File: src/rtl/covariance_propagate_assert.svh
// Assertion macros for the covariance propagation RTL.
// Each macro expects clk and arst_n to exist in the module that uses it.
`ifndef COVARIANCE_PROPAGATE_ASSERT_SVH
`define COVARIANCE_PROPAGATE_ASSERT_SVH

// The consequent must hold in the same cycle as the antecedent.
`define CVP_ASSERT_IMPL(lbl, ante, cons) \
	lbl: assert property (@(posedge clk) disable iff (!arst_n) (ante) |-> (cons)) \
		else $error("covariance_propagate: implication failed");

// The condition must never hold.
`define CVP_ASSERT_NEVER(lbl, cond) \
	lbl: assert property (@(posedge clk) disable iff (!arst_n) !(cond)) \
		else $error("covariance_propagate: forbidden condition seen");

`endif

File: src/rtl/cvp_ram.sv
// Generic simple dual-port RAM with one write port and a registered read port.
// Standalone; no package needed.
module cvp_ram #(
	parameter int WIDTH = 32,
	parameter int DEPTH = 16,
	localparam int AW = (DEPTH > 1) ? $clog2(DEPTH) : 1
) (
	input  logic             clk,
	input  logic             we,
	input  logic [AW-1:0]    waddr,
	input  logic [WIDTH-1:0] wdata,
	input  logic             re,
	input  logic [AW-1:0]    raddr,
	output logic [WIDTH-1:0] rdata
);

	logic [WIDTH-1:0] mem_q [DEPTH];
	logic [WIDTH-1:0] rdata_q;

	always_ff @(posedge clk) begin
		if (we) begin
			mem_q[waddr] <= wdata;
		end
		if (re) begin
			rdata_q <= mem_q[raddr];
		end
	end

	assign rdata = rdata_q;

endmodule

File: config.mk
export PLATFORM = sky130hd
export DESIGN_NAME = cvp_ram
export DESIGN_NICKNAME = d
export VERILOG_FILES = /design/src/rtl/covariance_propagate_assert.svh /design/src/rtl/cvp_ram.sv
export SDC_FILE = /design/constraint.sdc
export NUM_CORES = 1
export LEC_CHECK = 0
export ABC_AREA = 0
export BUFFER_PORTS_ARGS = -buffer_cell sky130_fd_sc_hd__buf_4
export CAP_MARGIN = 20
export CORE_UTILIZATION = 44
export CTS_CLUSTER_DIAMETER = 120
export CTS_CLUSTER_SIZE = 14
export DETAILED_ROUTE_END_ITERATION = 10
export GPL_TIMING_DRIVEN = 0
export PLACE_DENSITY = 0.62
export SYNTH_ARGS = -nofsm -noshare
export SYNTH_HDL_FRONTEND = slang
export SYNTH_SLANG_ARGS = --single-unit
File: constraint.sdc
create_clock -name clk -period 7.9 [get_ports clk]
set_input_delay 1.58 -clock clk [delete_from_list [all_inputs] [get_ports clk]]
set_output_delay 1.58 -clock clk [all_outputs]
set_load 0.01 [all_outputs]
==> metrics <==
final count of hold timing violations=0; final WL=43200 microns; setup fix buffers added after clock tree synthesis=0; layout cells sized above 1=0.312; count of input and output buffers=72; Final HPWL DP=26800 microns; H-tree depth reported by CTS=2; pre-CTS worst setup slack=4.21 ns; run status=finished clean; slew of the pin with the lowest slew margin=0.899 ns; total power=5.50 mW; number of cells in the design after placement=1538; synthesized net count=881; maximum frequency from static timing analysis=319 MHz; Routed WL per cell=27.3 microns; maximum number of pins on one net before global-route repair=33; max-slew headroom at the worst pin=0.400; synthesized flop and latch total=544; number of buffers between clock root and the deepest sink=3; residual DRC count=0; Post-Layout Inst Area=23100 sq um; combined global-route utilization of all metal layers=0.191; Worst Skew=0.0115 ns; Mapped Area=20200 sq um; final count of pins violating max slew=0; time the final worst path needs with I/O delays and setup=3.13 ns; post-synthesis instance total=838; share of the synthesized area in the top cell type=0.810; final worst slack=4.77 ns; data required time of the worst path=8.18 ns; top-count cell post-synth=edfxtp_1; antenna violations before repair=0; die outline width=216 microns; global routing met2 resource utilization=0.304; post-synthesis to final-layout area growth=14.7%; count of vias placed by the detailed router=9108; count of filler cells inserted in the layout=3535; most numerous cell types in the synthesized netlist=edfxtp_1, mux4_2, a22oi_1; sequential area share after synthesis=0.810; grt met1 use=0.280; Max Fanout on Critical Path=7; Worst Setup SP=waddr[2]; placed inst area=22000 sq um; via count of the first global-routing pass=9496; met3 track utilization from global routing=0.0237; Final setup viols=0; biggest area contributors in the synthesized netlist=edfxtp_1, mux4_2, a22oi_1; worst skew pair latency=0.57 ns; starting density of the core=0.446; power density cells=238 nW/um^2; CTS hold repair buffers=0; kind of end point of the critical path=flip-flop; Top-Level Pins=75; GR Overflow Total=0; final worst-path cycle share=0.397; worst hold-check path type=reg2reg; Non-Filler Instances=1584; total clock buffers created by CTS=44; TNS Setup=0 ns; CTS tree=yes; worst voltage drop across the vdd grid=0.126 mV; Async SR Flop Fraction=0; worst r2r src=mem_q[11][18]; final weighted congestion in routability-driven placement=0.706; busiest metal layer after global routing=met2; # rows=78; number of clock sinks=544; post-synthesis cell type with the largest combined area=edfxtp_1; Primary FF master, synth=edfxtp_1; diodes inserted=0; worst min-delay path startpoint=mem_q[15][2]; max-cap check violation count=0; Vert. Die Dim=216 microns; number of enable-type register cells in the synthesized netlist=544; die area=46700 sq um; total number of yosys warnings=0; post-CTS clock slew at the launch and capture registers of the worst setup and hold paths=0.07 ns; number of detailed-route iterations in the first pass=5; first-pass GRT wire length=63700 microns; number of DRC violations after detailed-routing iteration 0=966; RSZ-0062 raised after global routing=false; Root Driver=clkbuf_16; number of distinct library cells after synthesis=17; Final nets=1027; kind of launch point of the worst setup path=primary input; Worst Path Arrival=3.41 ns; Avg Synthesized Cell Area=24.1 sq um; type of the setup path with the least slack=in2reg; number of cells upsized or downsized after cts=0; leakage power=7.29 nW; detailed-route vias per instance=5.75; count of nets left with antenna violations after detail routing=0; placeable core region=45300 sq um
-- critical path: stages --
cell and delay (ns):
buf_4 0.13, or3b_2 0.59, nor3_2 0.63, buf_4 0.31
buf_6 0.16
-- flip-flops by register name, indices dropped and copies added (netlist names) --
register	count
rdata	32
mem_q	512
-- cells by family after synthesis --
group	Yosys count	synth area share
buffers and inverters	43	0.0110
flip-flops	544	0.810
multiplexers	128	0.143
AND/OR/NAND/NOR	59	0.0125
AO/OA/AOI/OAI	64	0.0238
-- power by group --
| part | total [mW] | switching (mW) | internal, mW |
|---|---|---|---|
| combinational | 0.311 | 0.179 | 0.132 |
| clock | 1.92 | 0.920 | 1.00 |
| sequential | 3.26 | 0.0146 | 3.25 |
| total | 5.50 | 1.11 | 4.38 |
-- cell usage in the layout (no fill, tap or decap) --
| master | n |
|---|---|
| buf_4 | 87 |
| nor2_1 | 1 |
| nor2_4 | 12 |
| buf_2 | 4 |
| mux4_2 | 128 |
| or3b_2 | 1 |
| a22oi_1 | 64 |
| clkbuf_16 | 45 |
| buf_6 | 13 |
| nand2_1 | 33 |
| nand2b_1 | 2 |
| and2_1 | 1 |
| edfxtp_1 | 544 |
| nand3_1 | 1 |
| nand3b_1 | 2 |
| clkinv_1 | 1 |
| buf_12 | 8 |
| nor3_2 | 4 |
| buf_8 | 1 |
| buf_1 | 9 |
| nor2b_1 | 2 |
| buf_16 | 4 |
| clkbuf_1 | 17 |
-- worst paths after layout --
kind / end / depth (start not counted) / slack [ns]
setup / recovery: mem_q[0][27] / 5 / 4.77
hold / removal: rdata[2] / 3 / 0.74
setup reg to reg: rdata[18] / 3 / 6.37
hold reg to reg: rdata[2] / 3 / 0.74
-- routing by layer --
metal	share of wire	vias to the layer above
met3	0.051	58
met5	0	-
met1	0.44	4910
met2	0.49	280
met4	0.020	0
li1	-	3860
-- through the flow --
stage               utilization  hold slack [ns]
detailed placement        0.486            0.731
finish                    0.511            0.743
global placement          0.474            0.728
CTS                       0.511            0.742
floorplan                     -            0.710
global route              0.511            0.765
-- final cells by class --
class / count / area [sq um] / share of cell area
sequential: 544 / 16300 / 0.706
multi-input combinational: 251 / 3730 / 0.161
clock buffer: 45 / 1130 / 0.0487
timing repair buffer: 100 / 980 / 0.0423
tap: 600 / 751 / 0.0324
buffer: 43 / 223 / 0.00962
clock inverter: 1 / 3.75 / 0.000162
No activity file was read; power rests on OpenSTA's default activity.
