## src/rtl/covariance_propagate_assert.svh

```systemverilog
// Assertion macros for the covariance propagation RTL.
// Each macro expects clk and arst_n to exist in the module that uses it.
`ifndef COVARIANCE_PROPAGATE_ASSERT_SVH
`define COVARIANCE_PROPAGATE_ASSERT_SVH

// The consequent must hold in the same cycle as the antecedent.
`define CVP_ASSERT_IMPL(lbl, ante, cons) \
	lbl: assert property (@(posedge clk) disable iff (!arst_n) (ante) |-> (cons)) \
		else $error("covariance_propagate: implication failed");

// The condition must never hold.
`define CVP_ASSERT_NEVER(lbl, cond) \
	lbl: assert property (@(posedge clk) disable iff (!arst_n) !(cond)) \
		else $error("covariance_propagate: forbidden condition seen");

`endif

```

## src/rtl/cvp_pkg.sv

```systemverilog
// Shared types and constants of the covariance propagation block.
// Used by cvp_conf and covariance_propagate; depends on nothing.
package cvp_pkg;

	typedef enum logic [1:0] {
		FN_LOAD_COV = 2'd0,
		FN_LOAD_JAC = 2'd1,
		FN_FWD      = 2'd2,
		FN_BWD      = 2'd3
	} func_t;

	localparam logic [5:0] SQ_STEPS  = 6'd24;
	localparam logic [5:0] DIV_STEPS = 6'd33;

	typedef struct packed {
		logic        done;
		logic [16:0] value;
	} conf_status_t;

endpackage

```

## src/rtl/cvp_conf.sv

```systemverilog
// Row confidence unit: bit-serial square root followed by restoring division.
// Depends on cvp_pkg for the step counts and the status struct.
module cvp_conf import cvp_pkg::*; (
	input  logic               clk,
	input  logic               arst_n,
	input  logic               start,
	input  logic signed [31:0] diag,
	output conf_status_t       status
);

	typedef enum logic [2:0] {
		CF_IDLE = 3'b001,
		CF_SQRT = 3'b010,
		CF_DIV  = 3'b100
	} cf_state_t;

	cf_state_t   state_q;
	logic [5:0]  cnt_q;
	logic [47:0] x_q, r_q, bit_q;
	logic [24:0] den_q;
	logic [32:0] num_q;
	logic [25:0] rem_q;
	logic [16:0] quo_q;
	logic        done_q;

	logic [47:0] trial, x_next, r_next;
	logic [24:0] den_next;
	logic [25:0] rem_shift;
	logic        qbit;

	always_comb begin
		trial = r_q + bit_q;
		if (x_q >= trial) begin
			x_next = x_q - trial;
			r_next = (r_q >> 1) + bit_q;
		end else begin
			x_next = x_q;
			r_next = r_q >> 1;
		end
		// The root stays below 2^24, so the denominator fits 25 bits.
		den_next = 25'd65536 + r_next[24:0];
		rem_shift = {rem_q[24:0], num_q[32]};
		qbit = (rem_shift >= {1'b0, den_q});
	end

	always_ff @(posedge clk or negedge arst_n) begin
		if (!arst_n) begin
			state_q <= CF_IDLE;
			cnt_q <= '0;
			done_q <= 1'b0;
		end else begin
			done_q <= 1'b0;
			case (state_q)
				CF_IDLE: begin
					if (start) begin
						state_q <= CF_SQRT;
						cnt_q <= '0;
					end
				end
				CF_SQRT: begin
					if (cnt_q == SQ_STEPS - 6'd1) begin
						state_q <= CF_DIV;
						cnt_q <= '0;
					end else begin
						cnt_q <= cnt_q + 6'd1;
					end
				end
				CF_DIV: begin
					if (cnt_q == DIV_STEPS - 6'd1) begin
						state_q <= CF_IDLE;
						done_q <= 1'b1;
					end else begin
						cnt_q <= cnt_q + 6'd1;
					end
				end
				default: state_q <= CF_IDLE;
			endcase
		end
	end

	always_ff @(posedge clk) begin
		case (state_q)
			CF_IDLE: begin
				// A negative diagonal is clamped to zero before the root.
				x_q <= diag[31] ? 48'd0 : {1'b0, diag[30:0], 16'h0000};
				r_q <= '0;
				bit_q <= 48'h1 << 46;
			end
			CF_SQRT: begin
				x_q <= x_next;
				r_q <= r_next;
				bit_q <= bit_q >> 2;
				if (cnt_q == SQ_STEPS - 6'd1) begin
					den_q <= den_next;
					num_q <= 33'h1_0000_0000 + {9'd0, den_next[24:1]};
					rem_q <= '0;
					quo_q <= '0;
				end
			end
			CF_DIV: begin
				rem_q <= qbit ? (rem_shift - {1'b0, den_q}) : rem_shift;
				num_q <= {num_q[31:0], 1'b0};
				quo_q <= {quo_q[15:0], qbit};
			end
			default: ;
		endcase
	end

	assign status.done = done_q;
	assign status.value = quo_q;

endmodule

```

## config.mk

```make
export PLATFORM = sky130hd
export DESIGN_NAME = cvp_conf
export DESIGN_NICKNAME = d
export VERILOG_FILES = /design/src/rtl/covariance_propagate_assert.svh /design/src/rtl/cvp_pkg.sv /design/src/rtl/cvp_conf.sv
export SDC_FILE = /design/constraint.sdc
export NUM_CORES = 1
export LEC_CHECK = 0
export BUFFER_PORTS_ARGS = -buffer_cell sky130_fd_sc_hd__buf_4
export CAP_MARGIN = 20
export CELL_PAD_IN_SITES_DETAIL_PLACEMENT = 0
export CELL_PAD_IN_SITES_GLOBAL_PLACEMENT = 1
export CORE_MARGIN = 2
export CORE_UTILIZATION = 50
export CTS_BUF_LIST = sky130_fd_sc_hd__clkbuf_16
export DETAILED_ROUTE_END_ITERATION = 8
export PLACE_DENSITY_LB_ADDON = 0.1
export SLEW_MARGIN = 20
export SYNTH_ARGS = -nofsm -noshare
export SYNTH_HDL_FRONTEND = slang
export SYNTH_SLANG_ARGS = --single-unit
```

## constraint.sdc

```tcl
create_clock -name clk -period 8.3 [get_ports clk]
set_input_delay 0.83 -clock clk [delete_from_list [all_inputs] [get_ports clk]]
set_output_delay 0.83 -clock clk [all_outputs]
set_load 0.1 [all_outputs]
```

==> results.md, run 1 <==
- Post-CTS repair changed the size of 0 cells.
- After layout, the worst path uses 84.9% of the clock period.
- In this run the count of I/O pins placed on the die edge is between 50 and 60.
- The clock skew after layout is around 0.011 ns.
- In the global route stage, overall resource usage came out at roughly 22%.
- The summed area of non-filler cells in the final layout is 0.0184 mm².
- The cell-internal power is about 0.0026 W.
- The analysis attributes to net switching a power of 0.00124 W.
- Together, buffers and inverters on the worst path number 0.
- After synthesis, the netlist uses between 80 and 90 different library cells.
- The number of antenna diodes in the final layout is 0.
- The total routed wirelength is approximately 40 mm.
- The final-report max-slew violation count came to 0.
- Final hold analysis gives a worst-case slack of 0.0949 ns.
- The number of global-route vias before repair is ~13000.
- For this run, the detailed router's first-pass iteration total came to 5.
- The instance area after placement is approximately 0.017 mm².
- The count of endpoints failing hold in the final timing report came to 0.
- The area growth from synthesis to final layout is 10.2%.
- The cell accounting for the most synthesized area is edfxtp_1.
- The final sum of negative setup slack is 0 ns.
- In the final layout, the share of cells above drive strength 1 is under 10%.
- The number of setup buffers added after CTS is 0.
- By count the netlist is led by edfxtp_1 (220), nor2_1 (177), a21oi_1 (129), nand2_1 (129), ha_1 (126).
- The path depth of the worst reg2reg path is 23.
- The initial utilization of the core area, before any placement, comes to 51.0%.
- Across the VDD grid, the largest voltage drop is 0.000196 V.
- Counting I/O delays and the setup requirement, the final critical path takes ~7.0 ns.
- The number of cells produced by synthesis is 1735.
- For this run, the number of Yosys warnings is 0.
- TritonCTS built the clock tree.
- Derived from the worst setup path, the maximum achievable clock frequency is between 100 and 150 MHz.
- Of the total power, combinational logic draws between 20% and 30%.
- The core occupancy in the finished layout is between 50% and 60%.
- From bottom edge to top edge, the die measures approximately 190 µm.
- The width of the die is ~190 µm.
- The wire-length estimate of the detail-placed layout is ~28 mm.
- Setup repair after global routing left no endpoint under its margin.
- In this run the worst path has a maximum fanout of 44.
- The path class of the tightest hold or removal check is primary input to async pin.
- At the pin with the least slew margin, the transition time is around 1.0 ns.
- The final layout contains between 1500 and 2000 nets.
- The average instance in the mapped netlist occupies a little under 10 µm².
- The floorplan step defined a die boundary enclosing approximately 0.035 mm².
- Yosys attributes the largest share of cell area to edfxtp_1 (40%), ha_1 (9.4%), xor2_1 (4.2%).
- The cell depth of the worst setup path is 23.
- After detailed routing, the number of remaining DRC violations is 0.
- Entering global routing, the biggest net connects 76 pins.
- The initial antenna violation count is 0.
- The number of design-rule violations left by the first detailed-router iteration is 809.
- Measured against its own limit, the worst slew margin works out to a little under a third.
- The global-route met3 utilization is under 10%.
- CTS placed an instance of clkbuf_16 at the clock tree root.
- Walking the worst path, the cells encountered are ha_1 -> a31oi_1 -> a211oi_1 -> a32oi_1 -> o211ai_1 -> a31oi_1 -> o21ai_1 -> a31oi_1 -> o311ai_0 -> xnor2_1 -> ha_1 -> a21oi_1 -> o21ai_0 -> a221o_1 -> nor3_2 -> a21o_4 -> nor2_1 -> xor2_1 -> ha_1 -> nand4_1 -> a32oi_1 -> xnor2_1 -> mux2_2.
- The total number of vias is around 13000.
- The worst path required time is about 8.6 ns.
- Once layout is complete, the cells apart from fillers number 2221.
- Setup violations remaining at the end of the flow were counted as 0.
- The global-route congestion overflow total is 0.
- The register share of total power is 37.5%.
- The top cell type by area accounts for around 40% of the synthesized area.
- met2 is the most crowded layer.
- The peak per-stage delay on the critical path is 0.48 ns.
- The final antenna-violating net count is 0.
- The number of fillers in the final layout is around 3000.
- The register-to-register setup slack is roughly 1.3 ns.
- The first global-routing pass estimated between 60 and 70 mm of wire.
- The count of maximum capacitance violations is 0.
- The total area inside the core boundary comes to about 0.033 mm².
- For this design, the sink count on the clock tree is 230.
- The type of element capturing the critical path is a flip-flop.
- The worst setup path is of the flip-flop to flip-flop kind.
- For this design the ratio of total power to cell area is approximately 210 mW/mm².
- In the global route stage, met2 resource usage came out at approximately two fifths.
- After floorplanning, the core was divided into 66 placement rows.
- After detailed routing, the average wire length per cell comes to 17.8 µm.
- Yosys instantiated no cell more often than edfxtp_1.
- Net switching is 32.3% of the power.
- In the routed layout, each cell is associated on average with a via count of just under 6.
- The family of cells with the greatest summed delay on the critical path is compound AO/OA/AOI/OAI gates.
- Data on the critical path arrives at its endpoint at 7.35 ns.
- The area of the mapped netlist is approximately 0.017 mm².
- Of all flip-flops after synthesis, the portion carrying an async set or reset was 4.35%.
- The share of the Yosys chip area taken by registers is between 40% and 50%.
- CTS built an H-tree with a depth of 1.
- The clock network accounts for about 34% of the total power.
- Among all flip-flop cells after synthesis, the most frequent one is edfxtp_1.
- The number of storage elements in the synthesis netlist is 230.
- The total of hold buffers inserted after clock tree synthesis is 0.
- Clock latency on the worst-skew pair, taken at its later pin, is ~0.55 ns.
- The met1 track demand over resource in global routing is between 30% and 40%.
- The number of buffer cells added on primary ports is between 50 and 60.
- The number of nets in the synthesized netlist is around 1900.
- Counting the buffers created by CTS gives 28.
- The worst setup path is launched from a flip-flop.
- The flow ran to the end, and the final reports show no timing, DRC or antenna violations.
- Clock-pin slew was measured on the worst setup and hold paths at roughly 0.060 ns.
- The weighted congestion reported at the end of routability-driven placement is just under 0.9.
- The maximum buffer depth of the clock tree is 3.
- The number of flops mapped to enable cells by yosys is 220.
- The slowest stage of the critical path is the edfxtp_1 cell.
- Summed over all cells, the static leakage comes to about 7.2 nW.
- The total instance count after detailed placement is 2172.
registers in the layout, summed over array words and instances (netlist names), 3 cells and up:
register  cells
bit_q        24
cnt_q         6
den_q        25
num_q        33
quo_q        17
r_q          48
rem_q        25
state_q       3
x_q          48
area by class of cell:
class                   instances  area, µm²  share of cell area [%]
well taps                     442        553                    3.01
clock inverters                21        273                    1.48
flip-flops and latches        230       6860                    37.3
repair buffers                 62        465                    2.53
inverters                      70        265                    1.44
clock buffers                  28        701                    3.81
multi-input cells            1368       9270                    50.4
metrics by stage:
| step | power [W] | setup slack [ns] |
|---|---|---|
| CTS | 0.00387 | 1.32 |
| global placement | 0.00255 | 1.60 |
| floorplan | 0.00230 | 1.21 |
| finish | 0.00383 | 1.25 |
| detailed placement | 0.00255 | 1.40 |
| global route | 0.00405 | 0.674 |
per-layer routing:
metal / routed length [µm] / up-vias
li1: - / 6452
met1: 18600 / 6241
met2: 18800 / 234
met3: 1300 / 60
met4: 916 / 0
met5: 0 / -
final timing paths:
check	from	to
max in group asynchronous	arst_n	state_q[0]$_DFFE_PN1P_
setup / recovery	r_q[10]$_SDFFCE_PN0N_	num_q[23]$_DFFE_PP_
setup reg to reg	r_q[10]$_SDFFCE_PN0N_	num_q[23]$_DFFE_PP_
hold reg to reg	num_q[31]$_SDFFCE_PN0P_	num_q[32]$_SDFFCE_PN1P_
hold / removal	arst_n	done_q$_DFF_PN0_
min in group clk	num_q[31]$_SDFFCE_PN0P_	num_q[32]$_SDFFCE_PN1P_
power by group through the flow:
stage               Combinational, W  Clock, W  Sequential (W)
finish                       0.00110   0.00130         0.00144
global route                 0.00122   0.00138         0.00145
CTS                          0.00110   0.00133         0.00144
detailed placement           0.00109         0         0.00146
global placement             0.00109         0         0.00146
floorplan                   0.000863         0         0.00144
placed cells by master, fill, tap and decap left out, drive strengths merged, types with 27 or more instances in the layout:
master	count
edfxtp	220
nor2	178
a21oi	133
a21o	49
nand3b	33
and2	56
a31oi	48
xnor2	75
ha	126
buf	62
nand2	130
xor2	80
o21ai	125
nand4	35
clkbuf	28
inv	75
nand3	27
kinds of logic after synthesis:
family | Yosys count | synth area share (%)
simple gates | 568 | 16.8
compound gates | 488 | 18.8
flops | 230 | 41.1
xor+xnor | 155 | 8.14
buf+inv | 137 | 3.62
fa+ha+maj | 128 | 9.69
mux | 29 | 1.79
Power figures use the tool's default switching activity.
==> inputs of run 2 (changes only) <==
- CORE_UTILIZATION: 50 -> 45
- clock period: 8.3 -> 5.8 ns (I/O delays scaled with it)
==> results.md, run 2 (same netlist as run 1, synthesis figures left out) <==
- The clock skew after layout was 0.0185 ns (+0.00710 ns).
- The ratio of cells with drive above 1 in the final layout is 17.3% (+8.7 points).
- The average wire length per cell after detail routing was 18.0 µm (+0.88%).
- The weighted congestion reported at the end of routability-driven placement is 0.925 (+6.3%).
- The final antenna diode count is 0 (unchanged).
- The worst setup timing slack at the placement stage is -0.122 ns (-1.52 ns).
- The remaining max-slew budget at the tightest pin came to 32.7% (+2.0 points).
- The global router's overall resource usage is 21.9% (-0.48 points).
- The initial core utilization is 45.7% (-5.3 points).
- The final sum of negative setup slack is -0.116 ns (-0.116 ns).
- The maximum buffer depth of the clock tree is 3 (unchanged).
- The count of maximum capacitance violations is 0 (unchanged).
- The final antenna-violating net count is 0 (unchanged).
- The die area is 0.0386 mm² (+11%).
- STA classifies the critical path startpoint as a flip-flop.
- The sum of net half-perimeters after detailed placement is 31.2 mm (+10%).
- The largest registers in the layout are r_q: 48 flops, x_q: 48 flops, num_q: 33 flops.
- The combinational group share of total power came to 33.3% (+4.6 points).
- The critical path is of the flip-flop to flip-flop type.
- The global-route congestion overflow total was 0 (unchanged).
- The via count normalized by instance count is 5.64 (-3.5%).
- Leaving out fill and tap cells, the most frequent cells in the layout are edfxtp_1 (220), buf_4 (200), nor2_1 (172).
- The total routed wirelength is 43.0 mm (+8.6%).
- The CTS buffer count is 28 (unchanged).
- The checks that failed: setup timing.
- The slack of the critical path is -0.0522 ns (-1.30 ns).
- The number of H-tree levels is 1 (unchanged).
- The number of design-rule violations left by the first detailed-router iteration is 927 (+15%).
- The worst path required time came to 6.14 ns (-2.47 ns).
- The width of the die is 197 µm (+5.3%).
- The number of buffer cells added on primary ports is 52 (unchanged).
- The share of the clock period used by the worst path is 101% (+16 points).
- The power density of the placed cells was 294 mW/mm² (+41%).
- The area growth from synthesis to final layout is 18.7%.
- The data arrival time of the critical path is 6.19 ns (-1.16 ns).
- The path class of the lowest-slack min-delay path is primary input to flip-flop.
- The count of endpoints failing hold in the final timing report was 0 (unchanged).
- The total number of vias is 13500 (+4.0%).
- Setup repair after global routing could not meet its margin everywhere.
- The total DRC errors in the routed layout came to 0 (unchanged).
- STA classifies the critical path endpoint as a flip-flop.
- The number of iterations in the first detailed-routing pass is 5 (unchanged).
- The worst-path maximum fanout was 4 (-91%).
- The register share of total power is 35.1% (-2.4 points).
- The top-level port count is 53 (unchanged).
- The area inside the core boundary is 0.0365 mm² (+12%).
- The leakage power figure is 7.93 nW (+10%).
- The number of setup violations in the final report is 4 (+4).
- The pin count of the biggest net entering global routing came to 76 (unchanged).
- The number of placement rows is 70 (+6.1%).
- The number of global-route vias before repair was 13200 (+1.5%).
- The clock edge transition at the registers on the reported setup and hold paths came to 0.06 ns (about the same).
- The library cell used most frequently in the layout, excluding fill and tap cells, is edfxtp_1.
- The switching power summed over all nets came to 0.00191 W (+54%).
- TritonCTS built the clock tree.
- The count of nets after finishing is 2067 (+7.5%).
- The final-report max-slew violation count is 0 (unchanged).
- The cell-internal power was 0.00391 W (+51%).
- The slew at the pin with the worst max-slew slack is 1.01 ns (-0.0298 ns).
- The post-route minimum period came to 5.85 ns (-1.20 ns).
- The fraction of power consumed by the clock network is 31.6% (-2.2 points).
- The switching share of power is 32.8% (+0.53 points).
- The clock net sink count was 230 (unchanged).
- The largest vdd supply drop is 0.000260 V (+33%).
- The initial antenna violation count came to 0 (unchanged).
- The library cell used as clock root buffer is clkbuf_16.
- The highest attainable clock frequency was 171 MHz (+20%).
- The run finished, with violations left.
- The later-pin clock latency in the skew report is 0.58 ns (+0.03 ns).
- The die outline height came to 197 µm (+5.3%).
- The global-route wire length before repair came to 68.6 mm (+4.6%).
run 2: final cells by class:
cell class	instances	area, µm²
multi-input combinational	1368	9550
clock inverter	22	254
tap	468	586
fill	3370	16700
timing repair buffer	206	1590
sequential	230	6860
clock buffer	28	701
inverter	70	265
run 2: through the flow:
stage / utilization (%) / power (W) / hold slack [ns] / cell area, µm² / cells
finish: 54.2 / 0.00583 / 0.304 / 19800 / 2392
detailed placement: 50.5 / 0.00393 / 0.417 / 18500 / 2330
global route: 54.2 / 0.00614 / 0.305 / 19800 / 2392
floorplan: - / 0.00330 / 0.284 / 16700 / 1735
CTS: 53.3 / 0.00580 / 0.272 / 19400 / 2382
global placement: 50.5 / 0.00392 / 0.417 / 18500 / 2330
run 2: worst paths after layout:
path	cells after the start	slack, ns	from	to
setup / recovery	26	-0.05	r_q[10]$_SDFFCE_PN0N_	num_q[23]$_DFFE_PP_
hold / removal	3	0.30	diag[28]	x_q[44]$_DFFE_PP_
setup reg to reg	26	-0.05	r_q[10]$_SDFFCE_PN0N_	num_q[23]$_DFFE_PP_
hold reg to reg	2	0.52	num_q[15]$_DFFE_PP_	num_q[16]$_DFFE_PP_
max in group asynchronous	2	5.21	arst_n	state_q[0]$_DFFE_PN1P_
min in group asynchronous	2	0.37	arst_n	cnt_q[2]$_DFFE_PN0P_
run 2: power groups by stage:
stage	clock [W]	combinational, W	sequential (W)
final	0.00184	0.00194	0.00205
after detailed placement	0	0.00185	0.00208
after global routing	0.00194	0.00214	0.00206
after floorplan	0	0.00124	0.00206
after CTS	0.00189	0.00187	0.00204
after global placement	0	0.00185	0.00208
run 2: per-layer routing:
layer  wire length [µm]  track usage (%)
met5                  0                0
met2              20700             37.2
met1              19900             29.8
met4                898             6.06
met3               1610             2.57
run 2: critical path, cell delays in order, from the launching register on:
cell and delay [ns]:
edfxtp_1 0.44, ha_4 0.32, a31oi_4 0.09, a211oi_2 0.25, a32oi_1 0.14, buf_4 0.17
o211ai_1 0.30, a31oi_2 0.17, o21ai_2 0.22, a31oi_4 0.14, o31ai_2 0.28, mux2i_1 0.24
xor2_1 0.19, ha_1 0.30, and2_4 0.18, and3_4 0.17, a221o_1 0.38, a31oi_2 0.16
buf_4 0.17, a21o_4 0.11, nor2_4 0.04, xor2_2 0.20, ha_2 0.21, nand4_1 0.12
a32oi_2 0.25, xnor2_2 0.10, mux2_4 0.26
run 2: timing repair:
item / in CTS / in global routing
resized for setup: 6 / 44
pin swaps: 4 / 25
gates cloned: 0 / 1
endpoints found under the setup margin: 53 / 98
hold buffers: 1 / 0
setup buffers: 1 / 9
hold endpoints to repair: 10 / 0
